===== config.mk =====
export PLATFORM = sky130hd
export DESIGN_NAME = dual_setpoint_panel_controller
export DESIGN_NICKNAME = d
export VERILOG_FILES = /design/src/sv/dspc_pkg.sv /design/src/sv/dspc_seg.sv /design/src/sv/dspc_chan.sv /design/src/sv/dual_setpoint_panel_controller.sv
export SDC_FILE = /design/constraint.sdc
export NUM_CORES = 2
export LEC_CHECK = 0
export BUFFER_PORTS_ARGS = -buffer_cell sky130_fd_sc_hd__buf_4
export CAP_MARGIN = 30
export CELL_PAD_IN_SITES_DETAIL_PLACEMENT = 1
export CELL_PAD_IN_SITES_GLOBAL_PLACEMENT = 2
export CORE_UTILIZATION = 38
export DETAILED_ROUTE_END_ITERATION = 8
export GPL_TIMING_DRIVEN = 0
export PLACE_DENSITY_LB_ADDON = 0.1
export SLEW_MARGIN = 30
export SYNTH_ARGS = -nofsm -noshare
export SYNTH_HDL_FRONTEND = slang
export SYNTH_SLANG_ARGS = --single-unit

===== constraint.sdc =====
create_clock -name i_clk -period 14.6 [get_ports i_clk]
set_clock_uncertainty 0.05 [all_clocks]
set_input_delay 2.92 -clock i_clk [delete_from_list [all_inputs] [get_ports i_clk]]
set_output_delay 2.92 -clock i_clk [all_outputs]
set_load 0.01 [all_outputs]

===== src/sv/dspc_pkg.sv =====
// ----------------------------------------------------------------------------
// Dual setpoint panel package
// Shared types, message codes and seven-segment decoding for the panel.
// ----------------------------------------------------------------------------
package dspc_pkg;

    // Largest value either channel can show
    localparam logic [6:0] VALUE_CEIL = 7'd99;

    // Bus message codes
    localparam logic [7:0] MSG_KIND_VALUE = 8'd1;
    localparam logic [7:0] MSG_CHAN_ONE   = 8'd1;
    localparam logic [7:0] MSG_CHAN_TWO   = 8'd2;

    // Request kinds carried in tuser
    localparam logic REQ_TICK  = 1'b0;
    localparam logic REQ_WRITE = 1'b1;

    // Timing settings seen by each channel
    typedef struct packed {
        logic [15:0] debounce_ms;
        logic [15:0] lock_hold_ms;
        logic [15:0] change_blink_len;
        logic [15:0] change_blink_half;
        logic [15:0] lock_blink_half;
        logic [6:0]  eff_max;
    } t_chan_cfg;

    // Per-channel view after an update
    typedef struct packed {
        logic [6:0] value;
        logic       lit;
        logic       locked;
        logic       pushed;
    } t_chan_view;

    // Segments a..g at bit6..bit0 for one decimal digit
    function automatic logic [6:0] f_seg(input logic [3:0] digit);
        logic [6:0] seg;
        unique case (digit)
            4'd0:    seg = 7'h7E;
            4'd1:    seg = 7'h30;
            4'd2:    seg = 7'h6D;
            4'd3:    seg = 7'h79;
            4'd4:    seg = 7'h33;
            4'd5:    seg = 7'h5B;
            4'd6:    seg = 7'h5F;
            4'd7:    seg = 7'h70;
            4'd8:    seg = 7'h7F;
            4'd9:    seg = 7'h7B;
            default: seg = 7'h00;
        endcase
        return seg;
    endfunction

    // Tens digit of a value no greater than 99
    function automatic logic [3:0] f_tens(input logic [6:0] v);
        logic [3:0] t;
        priority if (v >= 7'd90) t = 4'd9;
        else if (v >= 7'd80)     t = 4'd8;
        else if (v >= 7'd70)     t = 4'd7;
        else if (v >= 7'd60)     t = 4'd6;
        else if (v >= 7'd50)     t = 4'd5;
        else if (v >= 7'd40)     t = 4'd4;
        else if (v >= 7'd30)     t = 4'd3;
        else if (v >= 7'd20)     t = 4'd2;
        else if (v >= 7'd10)     t = 4'd1;
        else                     t = 4'd0;
        return t;
    endfunction

endpackage


===== src/sv/dspc_seg.sv =====
// ----------------------------------------------------------------------------
// Dual setpoint panel digit decoder
// Splits a channel value into tens and units and drives their segments,
// blanked while the channel is dark.
// ----------------------------------------------------------------------------
module dspc_seg (
    input  logic [6:0] i_value,
    input  logic       i_lit,
    output logic [6:0] o_seg_tens,
    output logic [6:0] o_seg_units
);
    import dspc_pkg::*;

    logic [6:0] clamped;
    logic [3:0] tens;
    logic [6:0] tens_x10;
    logic [3:0] units;

    // Clamp, then split into decimal digits
    assign clamped  = (i_value > VALUE_CEIL) ? VALUE_CEIL : i_value;
    assign tens     = f_tens(clamped);
    assign tens_x10 = 7'(tens) * 7'd10;
    assign units    = 4'(clamped - tens_x10);

    // Blank both digits in the dark phase
    assign o_seg_tens  = i_lit ? f_seg(tens)  : 7'd0;
    assign o_seg_units = i_lit ? f_seg(units) : 7'd0;

endmodule


===== src/sv/dspc_chan.sv =====
// ----------------------------------------------------------------------------
// Dual setpoint panel channel
// Holds one channel's value, debounce, lock-hold and blink state and
// updates it once per request.
// ----------------------------------------------------------------------------
module dspc_chan #(
    parameter int TIME_BITS = 32
) (
    input  logic                  i_clk,
    input  logic                  i_rst_n,
    input  logic                  i_en,
    input  logic                  i_tick,
    input  logic                  i_up,
    input  logic                  i_dn,
    input  logic                  i_wr,
    input  logic [7:0]            i_wr_value,
    input  logic [TIME_BITS-1:0]  i_now,
    input  dspc_pkg::t_chan_cfg   i_cfg,
    output dspc_pkg::t_chan_view  o_view
);
    import dspc_pkg::*;

    logic [6:0]           r_value,  n_value;
    logic [TIME_BITS-1:0] r_act_t,  n_act_t;
    logic [TIME_BITS-1:0] r_chg_t,  n_chg_t;
    logic [TIME_BITS-1:0] r_tog_t,  n_tog_t;
    logic [TIME_BITS-1:0] r_hold_t, n_hold_t;
    logic                 r_hold,   n_hold;
    logic                 r_lock,   n_lock;
    logic                 r_blink,  n_blink;
    logic                 r_lit,    n_lit;
    logic                 pushed;
    logic [7:0]           stepped;

    // Elapsed ticks, wrapping at the time width
    function automatic logic [TIME_BITS-1:0] f_since(
        input logic [TIME_BITS-1:0] now,
        input logic [TIME_BITS-1:0] t
    );
        return TIME_BITS'(now - t);
    endfunction

    // Work out the next channel state for this request
    always_comb begin
        n_value  = r_value;
        n_act_t  = r_act_t;
        n_chg_t  = r_chg_t;
        n_tog_t  = r_tog_t;
        n_hold_t = r_hold_t;
        n_hold   = r_hold;
        n_lock   = r_lock;
        n_blink  = r_blink;
        n_lit    = r_lit;
        pushed   = 1'b0;
        stepped  = 8'd0;

        if (i_tick) begin
            // Buttons, once the debounce window has passed
            if (f_since(i_now, r_act_t) > TIME_BITS'(i_cfg.debounce_ms)) begin
                if (i_up && i_dn) begin
                    if (!r_hold) begin
                        n_hold   = 1'b1;
                        n_hold_t = i_now;
                    end else if (f_since(i_now, r_hold_t)
                                 >= TIME_BITS'(i_cfg.lock_hold_ms)) begin
                        n_lock  = !r_lock;
                        if (r_lock) begin
                            n_lit = 1'b1;
                        end
                        n_hold  = 1'b0;
                        n_act_t = i_now;
                    end
                end else begin
                    n_hold = 1'b0;
                    if (!r_lock && (i_up || i_dn)) begin
                        if (i_up) begin
                            stepped = 8'(r_value) + 8'd1;
                        end else begin
                            stepped = (r_value != 7'd0) ? 8'(r_value) - 8'd1 : 8'd0;
                        end
                        n_value = (stepped > 8'(i_cfg.eff_max)) ? i_cfg.eff_max
                                                                : stepped[6:0];
                        n_act_t = i_now;
                        n_chg_t = i_now;
                        n_blink = 1'b1;
                        pushed  = 1'b1;
                    end
                end
            end

            // Change blink after a button step or bus write, else the lock blink
            if (n_blink) begin
                if (f_since(i_now, n_chg_t) >= TIME_BITS'(i_cfg.change_blink_len)) begin
                    n_blink = 1'b0;
                    n_lit   = 1'b1;
                end else if (f_since(i_now, n_tog_t)
                             >= TIME_BITS'(i_cfg.change_blink_half)) begin
                    n_lit   = !n_lit;
                    n_tog_t = i_now;
                end
            end else if (n_lock && (f_since(i_now, n_tog_t)
                                    >= TIME_BITS'(i_cfg.lock_blink_half))) begin
                n_lit   = !n_lit;
                n_tog_t = i_now;
            end
        end else if (i_wr && !r_lock) begin
            // Bus write: clamp and restart the change blink
            n_value = (i_wr_value > 8'(i_cfg.eff_max)) ? i_cfg.eff_max
                                                      : i_wr_value[6:0];
            n_chg_t = i_now;
            n_blink = 1'b1;
        end
    end

    // Hold channel state
    always_ff @(posedge i_clk) begin
        if (!i_rst_n) begin
            r_value  <= '0;
            r_act_t  <= '0;
            r_chg_t  <= '0;
            r_tog_t  <= '0;
            r_hold_t <= '0;
            r_hold   <= 1'b0;
            r_lock   <= 1'b0;
            r_blink  <= 1'b0;
            r_lit    <= 1'b1;
        end else if (i_en) begin
            r_value  <= n_value;
            r_act_t  <= n_act_t;
            r_chg_t  <= n_chg_t;
            r_tog_t  <= n_tog_t;
            r_hold_t <= n_hold_t;
            r_hold   <= n_hold;
            r_lock   <= n_lock;
            r_blink  <= n_blink;
            r_lit    <= n_lit;
        end
    end

    // Present the updated view to the result register
    assign o_view.value  = n_value;
    assign o_view.lit    = n_lit;
    assign o_view.locked = n_lock;
    assign o_view.pushed = pushed;

endmodule


===== src/sv/dual_setpoint_panel_controller.sv =====
// ----------------------------------------------------------------------------
// Dual setpoint panel controller
// Two-channel setpoint panel with debounced buttons, lock and blinking.
// ----------------------------------------------------------------------------
// Requests enter on the s_axis channel. tuser selects a millisecond tick
// carrying the four button levels or a bus write carrying kind, channel and
// value. Every request yields exactly one result on m_axis with both values,
// the four digit segment patterns and the lit, locked and pushed flags.
// The panel timings and the value limit sit in APB registers at byte
// addresses 0, 4, 8, 12, 16 and 20; write them only while no request is
// in flight.
// Each request is caught in an input register; the channel update then runs
// combinationally and lands in the result register, which presents it on
// m_axis. One request is taken every cycle while the receiver keeps up; the
// rate is set by the combinational channel update between those two
// registers.
// A stalled receiver holds the result; one more request may wait in the
// input register, and s_axis_tready drops only when both are full.
// Reset clears both values, locks and blink timers, lights both displays,
// restores the register defaults and empties both stages at once.
// ----------------------------------------------------------------------------
module dual_setpoint_panel_controller #(
    parameter int TIME_BITS = 32
) (
    input  logic        i_clk,
    input  logic        i_rst_n,
    // Request channel
    input  logic        s_axis_tvalid,
    output logic        s_axis_tready,
    // [0] up_one, [1] down_one, [2] up_two, [3] down_two,
    // [11:4] msg_kind, [19:12] msg_channel, [27:20] msg_value, [31:28] zero
    input  logic [31:0] s_axis_tdata,
    // [0] req_type
    input  logic        s_axis_tuser,
    // Result channel
    output logic        m_axis_tvalid,
    input  logic        m_axis_tready,
    // [6:0] level_one, [13:7] level_two, [20:14] seg_one_tens,
    // [27:21] seg_one_units, [34:28] seg_two_tens, [41:35] seg_two_units,
    // [42] lit_one, [43] lit_two, [44] locked_one, [45] locked_two,
    // [46] pushed_one, [47] pushed_two
    output logic [47:0] m_axis_tdata,
    // Register port
    input  logic        psel,
    input  logic        penable,
    input  logic        pwrite,
    input  logic [4:0]  paddr,
    input  logic [31:0] pwdata,
    output logic [31:0] prdata,
    output logic        pready
);
    import dspc_pkg::*;

    // Register word indexes
    localparam logic [2:0] REG_DEBOUNCE   = 3'd0;
    localparam logic [2:0] REG_LOCK_HOLD  = 3'd1;
    localparam logic [2:0] REG_BLINK_LEN  = 3'd2;
    localparam logic [2:0] REG_BLINK_HALF = 3'd3;
    localparam logic [2:0] REG_LOCK_HALF  = 3'd4;
    localparam logic [2:0] REG_MAX_VALUE  = 3'd5;

    logic [15:0]          r_debounce;
    logic [15:0]          r_lock_hold;
    logic [15:0]          r_blink_len;
    logic [15:0]          r_blink_half;
    logic [15:0]          r_lock_half;
    logic [6:0]           r_max_value;
    logic                 cfg_wr;
    logic [2:0]           reg_idx;
    t_chan_cfg            chan_cfg;

    logic                 r_in_vld;
    logic [31:0]          r_in_data;
    logic                 r_in_type;
    logic                 r_out_vld;
    logic [47:0]          r_out_data;
    logic                 adv;
    logic                 tick;
    logic [7:0]           msg_kind;
    logic [7:0]           msg_chan;
    logic                 wr_one;
    logic                 wr_two;
    logic [TIME_BITS-1:0] r_now;
    logic [TIME_BITS-1:0] n_now;
    t_chan_view           view_one;
    t_chan_view           view_two;
    logic [6:0]           seg_one_tens, seg_one_units;
    logic [6:0]           seg_two_tens, seg_two_units;

    // Register port decode
    assign pready  = 1'b1;
    assign reg_idx = paddr[4:2];
    assign cfg_wr  = psel && penable && pwrite && pready;

    // Write the timing and limit registers
    always_ff @(posedge i_clk) begin
        if (!i_rst_n) begin
            r_debounce   <= 16'd50;
            r_lock_hold  <= 16'd2000;
            r_blink_len  <= 16'd1000;
            r_blink_half <= 16'd250;
            r_lock_half  <= 16'd100;
            r_max_value  <= 7'd99;
        end else if (cfg_wr) begin
            unique case (reg_idx)
                REG_DEBOUNCE:   r_debounce   <= pwdata[15:0];
                REG_LOCK_HOLD:  r_lock_hold  <= pwdata[15:0];
                REG_BLINK_LEN:  r_blink_len  <= pwdata[15:0];
                REG_BLINK_HALF: r_blink_half <= pwdata[15:0];
                REG_LOCK_HALF:  r_lock_half  <= pwdata[15:0];
                REG_MAX_VALUE:  r_max_value  <= pwdata[6:0];
                default: ;
            endcase
        end
    end

    // Read back the registers
    always_comb begin
        unique case (reg_idx)
            REG_DEBOUNCE:   prdata = 32'(r_debounce);
            REG_LOCK_HOLD:  prdata = 32'(r_lock_hold);
            REG_BLINK_LEN:  prdata = 32'(r_blink_len);
            REG_BLINK_HALF: prdata = 32'(r_blink_half);
            REG_LOCK_HALF:  prdata = 32'(r_lock_half);
            REG_MAX_VALUE:  prdata = 32'(r_max_value);
            default:        prdata = 32'd0;
        endcase
    end

    // Settings for both channels, limit capped at the display range
    assign chan_cfg.debounce_ms       = r_debounce;
    assign chan_cfg.lock_hold_ms      = r_lock_hold;
    assign chan_cfg.change_blink_len  = r_blink_len;
    assign chan_cfg.change_blink_half = r_blink_half;
    assign chan_cfg.lock_blink_half   = r_lock_half;
    assign chan_cfg.eff_max = (r_max_value > VALUE_CEIL) ? VALUE_CEIL : r_max_value;

    // Stage handshakes: advance when the result register is free
    assign adv           = r_in_vld && (!r_out_vld || m_axis_tready);
    assign s_axis_tready = !r_in_vld || adv;

    // Catch the incoming request
    always_ff @(posedge i_clk) begin
        if (!i_rst_n) begin
            r_in_vld <= 1'b0;
        end else if (s_axis_tready) begin
            r_in_vld <= s_axis_tvalid;
        end
    end

    always_ff @(posedge i_clk) begin
        if (s_axis_tvalid && s_axis_tready) begin
            r_in_data <= s_axis_tdata;
            r_in_type <= s_axis_tuser;
        end
    end

    // Decode the held request
    assign tick     = (r_in_type == REQ_TICK);
    assign msg_kind = r_in_data[11:4];
    assign msg_chan = r_in_data[19:12];
    assign wr_one   = (r_in_type == REQ_WRITE) && (msg_kind == MSG_KIND_VALUE)
                      && (msg_chan == MSG_CHAN_ONE);
    assign wr_two   = (r_in_type == REQ_WRITE) && (msg_kind == MSG_KIND_VALUE)
                      && (msg_chan == MSG_CHAN_TWO);

    // Advance time on each tick
    assign n_now = tick ? TIME_BITS'(r_now + TIME_BITS'(1)) : r_now;

    always_ff @(posedge i_clk) begin
        if (!i_rst_n) begin
            r_now <= '0;
        end else if (adv) begin
            r_now <= n_now;
        end
    end

    dspc_chan #(.TIME_BITS(TIME_BITS)) u_chan_one (
        .i_clk      (i_clk),
        .i_rst_n    (i_rst_n),
        .i_en       (adv),
        .i_tick     (tick),
        .i_up       (r_in_data[0]),
        .i_dn       (r_in_data[1]),
        .i_wr       (wr_one),
        .i_wr_value (r_in_data[27:20]),
        .i_now      (n_now),
        .i_cfg      (chan_cfg),
        .o_view     (view_one)
    );

    dspc_chan #(.TIME_BITS(TIME_BITS)) u_chan_two (
        .i_clk      (i_clk),
        .i_rst_n    (i_rst_n),
        .i_en       (adv),
        .i_tick     (tick),
        .i_up       (r_in_data[2]),
        .i_dn       (r_in_data[3]),
        .i_wr       (wr_two),
        .i_wr_value (r_in_data[27:20]),
        .i_now      (n_now),
        .i_cfg      (chan_cfg),
        .o_view     (view_two)
    );

    dspc_seg u_seg_one (
        .i_value     (view_one.value),
        .i_lit       (view_one.lit),
        .o_seg_tens  (seg_one_tens),
        .o_seg_units (seg_one_units)
    );

    dspc_seg u_seg_two (
        .i_value     (view_two.value),
        .i_lit       (view_two.lit),
        .o_seg_tens  (seg_two_tens),
        .o_seg_units (seg_two_units)
    );

    // Result register: load on advance, drop once taken
    always_ff @(posedge i_clk) begin
        if (!i_rst_n) begin
            r_out_vld <= 1'b0;
        end else if (adv) begin
            r_out_vld <= 1'b1;
        end else if (m_axis_tready) begin
            r_out_vld <= 1'b0;
        end
    end

    always_ff @(posedge i_clk) begin
        if (adv) begin
            r_out_data <= {view_two.pushed, view_one.pushed,
                           view_two.locked, view_one.locked,
                           view_two.lit,    view_one.lit,
                           seg_two_units, seg_two_tens,
                           seg_one_units, seg_one_tens,
                           view_two.value, view_one.value};
        end
    end

    assign m_axis_tvalid = r_out_vld;
    assign m_axis_tdata  = r_out_data;

endmodule


# After elaboration in Yosys (flattened, before gate mapping)
# Memories as Yosys holds them, arrays and structs flattened. A register that Yosys moved wholly into a read port is not among the register bits.
# Index checks and enable logic that the tools add are counted.
# word_totals
inputBits,77
memories,4
wordCells,301
register_bits,448
out_inout_bits,83
rom_bits,448
# classes
mul,2
magnitude_cmp,34
addsub,15
bitwise,5
n_mux,136
n_reduce_logical,55
eq_ne,18
# memory_table
name,words,width,rd,rd_clocked_by_memory_dff,write_ports,line,source
(no name shown),16,7,1,1,0,dspc_pkg.sv:40,unique case (digit)
(no name shown),16,7,1,1,0,dspc_pkg.sv:40,
(no name shown),16,7,1,1,0,dspc_pkg.sv:40,
(no name shown),16,7,1,1,0,dspc_pkg.sv:40,
# op_table
operator,n
$mux 32,29
$ge 32x16->1,8
$sub 32x32->32,8
$mux 7,16
$mux 8,12
$pmux 16 s6,1
$gt 32x16->1,2
$mux 4,16
$mux 1,62
$ge 7x6->1 const B,6
$ge 7x7->1 const B,6
$add 32x1->32 const B,1
$ge 7x5->1 const B,4
$gt 8x7->1,3
$gt 7x7->1 const B,3
$reduce_and 5->1,4
$add 7x1->8 const B,2
$eq 8x1->1 const B,2
$reduce_and 2->1,8
$sub 7x1->8 const B,2
$logic_and 1x1->1,15
$ge 7x4->1 const B,2
$reduce_bool 7->1,2
$ne 2x2->1 const B,6
15 further kinds,45

# Logic depth before layout (Yosys ltp)
# depth
word_depth,27
mapped_depth,58
ltp_nobuf,55

# Cells and area by module
# From an unflattened synthesis, not the netlist that was laid out.
# hier_totals
cells_unflattened,5522
area_unflattened_um2,43152.6
# by_module_without_submodules
mod,seq_area_each_um2,cells_each,area_per_inst_um2,instances
dspc_chan at u_chan_two,2782.7,2246,16762.3,1
dspc_chan at u_chan_one,2782.7,2219,16383.2,1
dual_setpoint_panel_controller,4734.5,845,8515.7,1
dspc_seg,0.0,106,745.7,2

# Least setup slack after synthesis
# Ideal clock, no wire load.
# synth_timing
path_type,register to register
from,reg r_now[1]
to,reg r_out_data[16] (netlist: m_axis_tdata[16]) (data pin)
t_required_ns,14.284
arrival_ns,11.289
setup_time_ns,0.266
synth_period_minus_slack_ns,11.605
slack_ns,2.995
path_buffers,4
stages_incl_launch_ff,56
path_cell_list,dfxtp_1 ha_1 nand4b_1 nor2_1 and3_1 and3_1 and3_1 and3_1 and3_1 and3_1 and3_1 and3_1 and3_1 and3_1 and3_1 xnor2_1 inv_1 ha_1 (+20 left out) o21bai_1 a21oi_1 xnor2_1 ha_1 a21o_1 a221oi_1 o21ai_0 or4_1 or4_1 nor4_1 nand4_1 nor3_1 and3_1 nand2b_1 o221ai_1 a22o_1 clkbuf_1 nor2_1
# synth_via
elab_chain_cells,18
elab_cells_between_ends,57
classes_between,add/sub (5); order compare (15); mux (34); reduce/logical (3)
# synth_rtl
item,line,source
"start, declared",dual_setpoint_panel_controller.sv:83,logic [TIME_BITS-1:0] r_now;
"start signal, assigned",dual_setpoint_panel_controller.sv:174,r_now <= n_now;
$add 32x1->32 (*),dual_setpoint_panel_controller.sv:168,assign n_now = tick ? TIME_BITS'(r_now + TIME_BITS'(1)) : r_now;
$mux 32 (*),dual_setpoint_panel_controller.sv:168,
named net n_now[28],dual_setpoint_panel_controller.sv:84,logic [TIME_BITS-1:0] n_now;
branches (longest 16 deep; another with $sub 32x32->32),-,
"end, declared",dual_setpoint_panel_controller.sv:76,logic [47:0] r_out_data;
# Mark *: on every way through the listed nets, which the timed path passes. The select of a mux whose other input is x is not followed.
# A chain may end at the register's enable or synchronous reset.

# Worst setup path in the final report
# layout_timing
from,reg r_now[1]
to,reg u_chan_one.r_tog_t[24]
# layout_via
elab_chain_cells,12
elab_cells_between_ends,31
classes_between,add/sub (5); order compare (5); eq/ne (2); mux (16); reduce/logical (3)
# layout_rtl
item,line,source
$add 32x1->32 (*),dual_setpoint_panel_controller.sv:168,
$mux 32 (*),dual_setpoint_panel_controller.sv:168,
named net n_now[12],dual_setpoint_panel_controller.sv:84,
branches (longest 10 deep; another with $sub 32x32->32),-,
"end signal, assigned",dspc_chan.sv:131,r_tog_t <= n_tog_t;
"end, declared",dspc_chan.sv:26,"logic [TIME_BITS-1:0] r_tog_t, n_tog_t;"
# Marks and branches as above.

==> metrics.cfg <==
[cts]
clk_pin_slew_ps=60
root_buffer=clkbuf_16
ctsHtreeMaxLevel=2
cts_tree=yes
cts_buffers=61
cts.sinks=476
clk-insertion-delay-late_ps=700
cts.path.max_buffers=3

[die]
die_area_um2=106000
start_util_pct=38.4
coreArea_um2=104000
die_h_um=326
num_io_pins=160
die_w_um=326
row_count=118

[yosys]
postSynthRegisterBits=476
synth_cells=5092
async_flop_share_pct=0
ys_types=120
synth_seq_area_share_pct=25.9
synth-edff-count=77
synthesis.area_um2=39800
ys_warn_count=0
syn_area_per_cell_um2=7.82
synth_ff_type=dfxtp_1

[critical_path]
cp-start-kind=register
critPathMaxStageDelay_ps=490
cp_num_buf_inv=9
cp_max_fo=10
cpMostUsedCell=ha_1
critPathArrivalTime_ps=14400
slowest_stage=or4_1
crit_family=simple AND/OR/NAND/NOR gates
required_ps=15120
critical_path_class=reg2reg
end_kind=register

[final_layout]
num-nets-final=5889
final_common_cell=nor2_1
num-fill-cells=12600
drive_above_1_share_pct=9.92
area_delta_synth_final_pct=14.9
final_cell_mix=nor2_1, ha_1, a21oi_1, nand2_1, inv_1

[timing]
min_period_ps=13880
tightest_slew_ps=1020
final.setup.tns_ps=0
period_share_pct=95.1
slew_viol_final=0
hold_violations=0
fmax_ghz=0.0721
grt_setup_unrepaired=false
setup_viol=0
whs_ps=405
relSlewSlack_pct=32.0

[run]
maxCapViolations=0

[place]
port_buffers=118
gp_congestion=0.916
hpwl_um=133000

[grt]
grt_max_degree=45
grt_overflow=0
antenna_found_initial=3
grt.total_usage_pct=31.1
grt_first_pass_wirelength_um=251000
grt_pass1_vias=39500

[routing]
dr.first_iter.drc_count=2249
drc=0
vias=39400
first_pass_iters=6
drtAntennaViolNets=0
via_per_inst=5.81
drt-total-wl_um=168000
routedWlPerCell_um=24.8

[run_status]
outcome=finished, final reports clean

[worst_hold_path]
hold_class=reg2reg

[pwr]
p_leak_nw=19.2
p_per_area_nw_per_um2=98.1
ir_drop_uv=103

## flip-flops by register name (all words and copies together) (netlist names), 7 cells and up
register and cells:
r_debounce 16, u_chan_two.r_value 7, u_chan_one.r_act_t 32, u_chan_one.r_value 7
u_chan_one.r_tog_t 32, u_chan_two.r_chg_t 32, r_lock_half 16, r_now 32
m_axis_tdata 48, r_max_value 7, r_blink_half 16, r_lock_hold 16
u_chan_two.r_act_t 32, u_chan_two.r_hold_t 32, r_blink_len 16, u_chan_one.r_chg_t 32
r_in_data 28, u_chan_one.r_hold_t 32, u_chan_two.r_tog_t 32
## power breakdown
group / leakage, nW / switching, mW / total, mW / internal (mW)
registers: 3.96 / 0.0281 / 1.43 / 1.40
logic: 14.2 / 0.817 / 1.36 / 0.542
clock network: 1.09 / 0.672 / 1.70 / 1.03
## final cells by class
type | instances | area, um^2 | share of cell area [%]
Inverter | 430 | 1650 | 3.60
Timing Repair Buffer | 172 | 1400 | 3.06
Antenna cell | 2 | 5.00 | 0.0109
Buffer | 254 | 1180 | 2.58
Clock buffer | 85 | 1750 | 3.81
Clock inverter | 31 | 473 | 1.03
Tap cell | 1380 | 1730 | 3.77
Multi-Input combinational cell | 3945 | 27300 | 59.6
Sequential cell | 476 | 10300 | 22.5
## synth_stat cells, drive strengths merged, types with 91 or more instances
cell / count / share of area (%)
dfxtp: 399 / 20
a211oi: 263 / 5.0
nand2: 422 / 4.0
ha: 462 / 15
a21o: 116 / 2.2
o21ai: 263 / 3.3
nand3: 91 / 1.2
a21oi: 451 / 5.7
xnor2: 146 / 3.3
nor2: 559 / 5.3
clkbuf: 179 / 1.7
inv: 428 / 4.0
## timing repair
action,CTS,global route
gates resized for setup,31,33
buffers inserted,13,6
hold buffers,0,0
setup endpoints to repair,96,94
pin swaps,3,2
## routing by layer
metal  global-route usage (%)  up-vias  wire length, um
met3                     3.15      254             7480
met5                        0        -               42
li1                         -    18900                -
met4                     12.5        6             7420
met1                     41.4    19400            76600
met2                     51.4      863            76700
## tightest hold or removal path: stages (launching register included)
cell and delay, ps:
dfxtp_1 310, nand2_1 50, a21oi_1 50
## through the flow
stage	utilization [%]	cells	power (mW)	area, um^2	setup slack [ps]
after floorplan	-	5107	2.38	39900	2990
after global placement	41.0	6605	2.76	42500	-3500
after detailed placement	41.6	6640	2.79	43200	-1910
after CTS	44.0	6769	4.51	45600	53.6
after global routing	44.1	6773	4.71	45800	42.1
final	44.2	6775	4.49	45800	722
## path summary, 6_finish.rpt
check	slack (ps)	to	cells after the start	start
max	720	u_chan_one.r_tog_t[24]$_SDFFE_PN0P_	56	r_now[1]$_SDFFE_PN0P_
min	400	r_lock_half[1]$_SDFFE_PN0P_	2	r_lock_half[1]$_SDFFE_PN0P_
max reg2reg	720	u_chan_one.r_tog_t[24]$_SDFFE_PN0P_	56	r_now[1]$_SDFFE_PN0P_
min reg2reg	400	r_lock_half[1]$_SDFFE_PN0P_	2	r_lock_half[1]$_SDFFE_PN0P_
## kinds of logic (layout without fill, tap and decap cells)
logic type | Yosys count | count (layout) | share of synthesized area (%)
adders and majority gates | 473 | 473 | 15.0
muxes | 68 | 68 | 2.05
and+or+nand+nor | 1562 | 1562 | 18.4
other | 2 | 19 | 0.0189
xor gates and xnor gates | 223 | 223 | 4.96
buffers and inverters | 686 | 972 | 6.95
DFF | 476 | 476 | 25.9
AOI/OAI and AO/OA | 1602 | 1602 | 26.7
(Power assumes the default switching activity.)
